<file path="src/sv/nxp_pkg.sv">
// ----------------------------------------------------------------------------
// nxp_pkg
// Shared types and constants for the next prime finder.
// ----------------------------------------------------------------------------
package nxp_pkg;

	// width of the value ports
	localparam int PORT_WIDTH = 34;

	// default internal value width
	localparam int VALUE_WIDTH_DEF = 34;

	typedef enum logic [2:0] {
		ST_IDLE,
		ST_CHECK,
		ST_TEST,
		ST_DIV,
		ST_STEP,
		ST_ADV,
		ST_PRIME,
		ST_OVF
	} state_t;

endpackage

</file>
<file path="src/sv/next_prime_finder_top.sv">
// ----------------------------------------------------------------------------
// next_prime_finder_top
// Finds the smallest prime strictly above a start value by trial division.
// ----------------------------------------------------------------------------
// usage: drive start_value and pulse start while busy is low; that edge
// takes the transaction and busy rises until the result has been shown.
// the result appears on next_prime and overflow for exactly one cycle,
// marked by done; there is no back-pressure, the receiver must take it then.
// overflow is set and next_prime is 0 when no prime above the start value
// fits in VALUE_WIDTH bits; start_value bits at or above VALUE_WIDTH are
// ignored.
// timing: one shared restoring divider tests each odd divisor d with
// d*d <= candidate; each divisor takes a TEST step, a bit-serial division
// in DIV and a STEP to the next divisor and its square. candidates are
// tried upward across the prime gap, so latency is data dependent and grows
// with the candidate and the gap; an all-ones start value goes straight to
// overflow.
// one transaction is in flight at a time.
// reset: arst_n clears the sequencer to idle and abandons any transaction in
// progress; the datapath is not reset, and no clearing pass is needed.
// ----------------------------------------------------------------------------
module next_prime_finder_top #(
	parameter int VALUE_WIDTH = nxp_pkg::VALUE_WIDTH_DEF
) (
	input  logic                           clk,
	input  logic                           arst_n,
	input  logic                           start,
	output logic                           busy,
	input  logic [nxp_pkg::PORT_WIDTH-1:0] start_value,
	output logic                           done,
	output logic [nxp_pkg::PORT_WIDTH-1:0] next_prime,
	output logic                           overflow
);

	localparam int VW = VALUE_WIDTH;
	localparam int PW = nxp_pkg::PORT_WIDTH;
	localparam int CW = $clog2(VW);
	localparam logic [CW-1:0] CNT_LAST = CW'(VW - 1);

	nxp_pkg::state_t state_q, state_nxt;

	logic [VW-1:0]   cand_q;
	logic [VW-1:0]   div_q;
	logic [VW+1:0]   sq_q;
	logic [VW-1:0]   rem_q;
	logic [VW-1:0]   quo_q;
	logic [CW-1:0]   cnt_q;

	logic [VW+PW-1:0] start_wide;
	logic [VW-1:0]    start_ext;
	logic [VW+PW-1:0] res_wide;
	logic             take;
	logic             start_full;
	logic             cand_full;
	logic [VW:0]      trial;
	logic [VW:0]      trial_sub;
	logic             trial_ge;
	logic             sq_over;
	logic [VW+1:0]    sq_nxt;

	// start value trimmed or zero-extended to the internal width
	assign start_wide = {{VW{1'b0}}, start_value};
	assign start_ext  = start_wide[VW-1:0];
	assign res_wide   = {{PW{1'b0}}, cand_q};

	assign take       = start && (state_q == nxp_pkg::ST_IDLE);
	assign start_full = (start_ext == {VW{1'b1}});
	assign cand_full  = (cand_q == {VW{1'b1}});

	// one restoring division step
	assign trial     = {rem_q, quo_q[VW-1]};
	assign trial_ge  = (trial >= {1'b0, div_q});
	assign trial_sub = trial - {1'b0, div_q};

	// (d+2)^2 = d^2 + 4d + 4
	assign sq_over = (sq_q > {2'b00, cand_q});
	assign sq_nxt  = sq_q + {div_q, 2'b00} + (VW+2)'(4);

	always_comb begin
		state_nxt = state_q;
		case (state_q)
			nxp_pkg::ST_IDLE: begin
				if (start) begin
					state_nxt = start_full ? nxp_pkg::ST_OVF : nxp_pkg::ST_CHECK;
				end
			end
			nxp_pkg::ST_CHECK: begin
				if (cand_q < VW'(2)) begin
					state_nxt = nxp_pkg::ST_ADV;
				end else if (cand_q < VW'(4)) begin
					state_nxt = nxp_pkg::ST_PRIME;
				end else if (!cand_q[0]) begin
					state_nxt = nxp_pkg::ST_ADV;
				end else begin
					state_nxt = nxp_pkg::ST_TEST;
				end
			end
			nxp_pkg::ST_TEST: begin
				state_nxt = sq_over ? nxp_pkg::ST_PRIME : nxp_pkg::ST_DIV;
			end
			nxp_pkg::ST_DIV: begin
				if (cnt_q == '0) begin
					state_nxt = nxp_pkg::ST_STEP;
				end
			end
			nxp_pkg::ST_STEP: begin
				state_nxt = (rem_q == '0) ? nxp_pkg::ST_ADV : nxp_pkg::ST_TEST;
			end
			nxp_pkg::ST_ADV: begin
				state_nxt = cand_full ? nxp_pkg::ST_OVF : nxp_pkg::ST_CHECK;
			end
			nxp_pkg::ST_PRIME: begin
				state_nxt = nxp_pkg::ST_IDLE;
			end
			nxp_pkg::ST_OVF: begin
				state_nxt = nxp_pkg::ST_IDLE;
			end
			default: begin
				state_nxt = nxp_pkg::ST_IDLE;
			end
		endcase
	end

	always_comb begin
		busy       = 1'b1;
		done       = 1'b0;
		overflow   = 1'b0;
		next_prime = '0;
		case (state_q)
			nxp_pkg::ST_IDLE: begin
				busy = 1'b0;
			end
			nxp_pkg::ST_PRIME: begin
				done       = 1'b1;
				next_prime = res_wide[PW-1:0];
			end
			nxp_pkg::ST_OVF: begin
				done     = 1'b1;
				overflow = 1'b1;
			end
			default: begin
				busy = 1'b1;
			end
		endcase
	end

	always_ff @(posedge clk or negedge arst_n) begin
		if (!arst_n) begin
			state_q <= nxp_pkg::ST_IDLE;
		end else begin
			state_q <= state_nxt;
		end
	end

	// datapath
	always_ff @(posedge clk) begin
		case (state_q)
			nxp_pkg::ST_IDLE: begin
				if (take) begin
					cand_q <= start_ext + VW'(1);
				end
			end
			nxp_pkg::ST_CHECK: begin
				div_q <= VW'(3);
				sq_q  <= (VW+2)'(9);
			end
			nxp_pkg::ST_TEST: begin
				rem_q <= '0;
				quo_q <= cand_q;
				cnt_q <= CNT_LAST;
			end
			nxp_pkg::ST_DIV: begin
				rem_q <= trial_ge ? trial_sub[VW-1:0] : trial[VW-1:0];
				quo_q <= {quo_q[VW-2:0], 1'b0};
				cnt_q <= cnt_q - CW'(1);
			end
			nxp_pkg::ST_STEP: begin
				div_q <= div_q + VW'(2);
				sq_q  <= sq_nxt;
			end
			nxp_pkg::ST_ADV: begin
				if (!cand_full) begin
					cand_q <= cand_q + VW'(1);
				end
			end
			default: begin
				cand_q <= cand_q;
			end
		endcase
	end

endmodule

</file>
<file path="config.mk">
export PLATFORM = sky130hd
export DESIGN_NAME = next_prime_finder_top
export DESIGN_NICKNAME = d
export VERILOG_FILES = /design/src/sv/nxp_pkg.sv /design/src/sv/next_prime_finder_top.sv
export SDC_FILE = /design/constraint.sdc
export NUM_CORES = 1
export LEC_CHECK = 0
export ABC_AREA = 1
export ABC_CLOCK_PERIOD_IN_PS = 6300
export BUFFER_PORTS_ARGS = -buffer_cell sky130_fd_sc_hd__buf_4
export CAP_MARGIN = 10
export CORE_MARGIN = 2
export CORE_UTILIZATION = 61
export CTS_CLUSTER_SIZE = 25
export DETAILED_ROUTE_END_ITERATION = 7
export GPL_TIMING_DRIVEN = 1
export MAX_ROUTING_LAYER = met4
export PLACE_DENSITY_LB_ADDON = 0.1
export RECOVER_POWER = 50
export SYNTH_ARGS = -nofsm -noshare
export SYNTH_HDL_FRONTEND = slang
export SYNTH_SLANG_ARGS = --single-unit
</file>
<file path="constraint.sdc">
create_clock -name clk -period 6.3 [get_ports clk]
set_input_delay 0.315 -clock clk [delete_from_list [all_inputs] [get_ports clk]]
set_output_delay 0.315 -clock clk [all_outputs]
set_load 0.03 [all_outputs]
</file>
==> results.md <==
STA:
- The setup clock skew after layout is 0.01847 ns.
- The number of failing hold endpoints at the final stage was 0.
- The final setup violation count is 0.
- The slack of the critical path is about 1.5 ns.
- The worst slew slack as a fraction of its limit is -107.2%.
- The slew of the pin with the lowest slew margin is 3.107 ns.
- The worst path uses 75.77% of the clock period.
- The fmax is around 210 MHz.
- The sum of negative setup slack is 0 ns.
- The max-slew violation count came to 240.
- The minimum hold slack is 0.1812 ns.
- The clock period minus final worst setup slack is ~4.8 ns.
- Setup repair after global routing left no endpoint under its margin.

Final layout:
- In the final layout, the multi-input gates occupy 0.008605 mm².
- The number of antenna diodes in the final layout is 0.
- The layout has 2144 filler cells.
- In the layout the commonest cells are sky130_fd_sc_hd__nand2_1 (515), sky130_fd_sc_hd__nor2_1 (336), sky130_fd_sc_hd__inv_1 (261), sky130_fd_sc_hd__edfxtp_1 (174), sky130_fd_sc_hd__o21ai_0 (136).
- In the final layout, the share of cells above drive strength 1 is 5.915%.
- The final layout contains between 2000 and 2500 nets.
- The final cell utilization of the core is 67.47%.
- The area growth from synthesis to layout is 8.614%.
- Leaving out fill and tap cells, the most frequent cell in the layout is sky130_fd_sc_hd__nand2_1.
- Registers take 0.005300 mm².

Routing:
- Once detail routing completed, the nets flagged for antenna violations numbered 0.
- Dividing the detail-routed via count by the number of cells gives 6.046.
- The aggregate routed wire length is 49210 µm.
- After detailed routing, the average wire length per cell comes to 19.78 µm.
- The number of violations reported at the end of detailed-routing iteration 0 is between 2000 and 2500.
- Across all layers, the routed design uses 15042 vias.
- The number of remaining DRC errors is 0.
- Before antenna repair, the detailed router went through 8 iterations.

Clock network:
- The TritonCTS clock tree is built.
- The clock-pin transition on the worst setup and hold timing paths is 0.07 ns.
- After clock tree synthesis, the flow added hold-fix buffers numbering 1.
- The number of levels in the clock H-tree is 4.
- Gates resized during post-CTS repair numbered 0.
- The number of clock buffers inserted by TritonCTS is 17.
- The clock passes through at most 2 buffers.
- Once the clock tree was built, the setup fixing pass inserted 0 buffers.
- CTS saw 177 sinks.
- The clock latency at the later pin of the worst-skew pair is around 0.46 ns.
- The cell sitting at the root of the clock tree is a sky130_fd_sc_hd__clkbuf_16.

Synthesis:
- The count of state elements after synthesis is 177.
- The async set or reset register ratio after synthesis is 1.695%.
- The most used flip-flop cell after synthesis is sky130_fd_sc_hd__edfxtp_1.
- The arithmetic-cell share of the synthesized area counting full adders, half adders and majority gates is 11.23%.
- The synthesized design contains 174 enable-type register cells.
- The mapped netlist covers 0.01506 mm².
- The area fraction in compound gates after synthesis is 12.60%.
- The main combinational cell family by area after synthesis is simple AND/OR/NAND/NOR gates.
- The average instance in the mapped netlist occupies 7.228 µm².
- The gate count after technology mapping is roughly 2100.
- The total number of yosys warnings is 0.
- After synthesis, flip-flops and latches occupy between 30% and 40% of the total area.
- Of the total synthesized cell area, the portion taken by XOR and XNOR cells is 3.256%.
- The share of synthesized area spent on multiplexers is 0%.
- Counting every net in the synthesized netlist gives 2255.
- Yosys mapped the design onto between 40 and 50 distinct sky130hd cell types.
- The basic-gate share of the synthesized area counting and, or, nand and nor cells is 29.91%.

Setup path:
- The reg-to-reg critical path startpoint is state_q[2].
- The number of cells on the worst reg-to-reg path is 11.
- STA puts the critical path data required time at around 6.5 ns.
- At the worst endpoint, the arrival time is approximately 5.0 ns.
- The worst setup path is captured at a flip-flop.
- In this run the critical register-to-register path is captured at cand_q[28].
- STA classifies the critical path startpoint as a flip-flop.
- The critical path class is reg -> reg.
- The top fanout value on the critical path is 65.
- Setup slack on the worst reg-to-reg path comes out at 1.53 ns.

Global routing:
- The via count of the first global-routing pass was ~14000.
- The layer with the highest usage after global routing is met2.
- Global routing consumed, on the met3 layer, around 7.6% of the routing resources.
- Entering global routing, the biggest net connects 77 pins.
- The global routing usage on met2 is 58.45%.
- The first global-routing pass estimated 76330 µm of wire.
- The aggregate global routing overflow is 0.
- The initial antenna violation count is 0.
- The met1 routing resource usage after global routing is between 50% and 60%.
- Global routing used 39.35% of the available tracks.

Place:
- The placed wire-length estimate is 38930 µm.
- At the placement stage, the worst setup path has a slack of 2.699 ns.
- The last weighted congestion value of the routability-driven placer is 1.023.
- The count of input and output buffers is 73.

Die:
- The core region is 0.02425 mm².
- The die is around 160 µm tall.
- The die covers approximately 0.026 mm².
- The starting utilization of the core area is 62.12%.
- The number of placement rows is 57.
- The total I/O pin count is 74.
- The die is 161.1 µm wide.

Min path:
- The startpoint identified for the worst hold timing path is start.
- The cell count of the worst hold path is 3.
- The capture endpoint of the worst hold path is state_q[0].
- The class of the tightest hold or removal check is in -> reg.

Status:
- The run finished, with violations left.
- The checks that failed: max-capacitance violations, max-slew violations.

Flow run:
- The tool flagged a number of max-cap violations equal to 5.
[through the flow]
stage / cell area, µm² / instances
floorplan: 15060 / 2084
global placement: 15920 / 2455
detailed placement: 15920 / 2455
CTS: 16520 / 2488
global route: 16360 / 2488
finish: 16360 / 2488
[cell families after synthesis]
kind of cell,after synthesis
flip-flops,177
XOR/XNOR,56
buffers and inverters,299
AO/OA/AOI/OAI,340
adder cells (fa/ha/maj),134
AND/OR/NAND/NOR,1078
[worst max-delay path, stage by stage (launching register included)]
cell and delay, ns:
sky130_fd_sc_hd__dfrtp_1 0.46, sky130_fd_sc_hd__nand3_2 0.10, sky130_fd_sc_hd__clkbuf_1 2.17, sky130_fd_sc_hd__nand2_1 0.20
sky130_fd_sc_hd__o21ai_2 0.24, sky130_fd_sc_hd__ha_1 0.27, sky130_fd_sc_hd__inv_1 0.11, sky130_fd_sc_hd__nor2_1 0.24
sky130_fd_sc_hd__nand2_1 0.22, sky130_fd_sc_hd__nor2_1 0.25, sky130_fd_sc_hd__nand2_1 0.10, sky130_fd_sc_hd__xnor2_1 0.13
[final cells by class]
cell class	count	area share (%)
Clock buffer	18	2.623
Clock inverter	14	1.009
Inverter	265	6.080
Multi-Input combinational cell	1608	52.59
Sequential cell	177	32.40
Tap cell	324	2.478
Timing Repair Buffer	82	2.822
[Yosys cell counts, types with 3 or more instances]
cell                       number  area, µm²
sky130_fd_sc_hd__a211oi_1       3      22.52
sky130_fd_sc_hd__a21o_1        12      90.09
sky130_fd_sc_hd__a21oi_1      127      635.6
sky130_fd_sc_hd__a31oi_1        5      31.28
sky130_fd_sc_hd__and2_1         3      18.77
sky130_fd_sc_hd__buf_2          5      25.02
sky130_fd_sc_hd__buf_6          4      45.04
sky130_fd_sc_hd__clkbuf_1      21      78.83
sky130_fd_sc_hd__dfrtp_1        3      75.07
sky130_fd_sc_hd__edfxtp_1     174       5225
sky130_fd_sc_hd__ha_1         132       1652
sky130_fd_sc_hd__inv_1        260      975.9
sky130_fd_sc_hd__inv_2          4      15.01
sky130_fd_sc_hd__nand2_1      515       1933
sky130_fd_sc_hd__nand3_1       87      435.4
sky130_fd_sc_hd__nand4_1       53      331.6
sky130_fd_sc_hd__nor2_1       337       1265
sky130_fd_sc_hd__nor2_2         5      31.28
sky130_fd_sc_hd__nor3_1        36      180.2
sky130_fd_sc_hd__nor3_2         8      80.08
sky130_fd_sc_hd__nor3b_1        7      52.55
sky130_fd_sc_hd__nor4_1         8      50.05
sky130_fd_sc_hd__o21a_1         6      45.04
sky130_fd_sc_hd__o21ai_0      136      680.7
sky130_fd_sc_hd__o21ai_1        7      35.03
sky130_fd_sc_hd__o21ai_2       21      183.9
sky130_fd_sc_hd__o21bai_1      18      135.1
sky130_fd_sc_hd__or2_2         12      75.07
sky130_fd_sc_hd__xnor2_1       12      105.1
sky130_fd_sc_hd__xor2_1        44      385.4
[registers in the layout, summed over array words and instances (netlist names)]
name     flops
cand_q      34
div_q       33
cnt_q        6
quo_q       34
rem_q       34
sq_q        33
state_q      3
[worst max-delay path by stage]
| stage | startpoint | end | slack (ns) | cells past startpoint |
|---|---|---|---|---|
| detailed placement | state_q[2] | quo_q[10] | 2.70 | 6 |
| global placement | state_q[2] | quo_q[25] | 2.84 | 6 |
| global route | state_q[2] | cand_q[33] | 1.28 | 10 |
| floorplan | state_q[1] | quo_q[27] | 1.39 | 8 |
| finish | state_q[2] | cand_q[28] | 1.53 | 11 |
| CTS | state_q[2] | quo_q[10] | 2.66 | 6 |
[routing by layer]
layer  wire, µm  vias to the layer above  part of all wire (%)
met4       1866                        0                   3.8
met1      20800                     6952                    42
met3       5099                      128                    10
met5          0                        -                     0
met2      21450                      881                    44
li1           -                     7081                     -
Power is not shown: default switching activity piles up to over one toggle a cycle in this logic, so the estimate is an artifact.
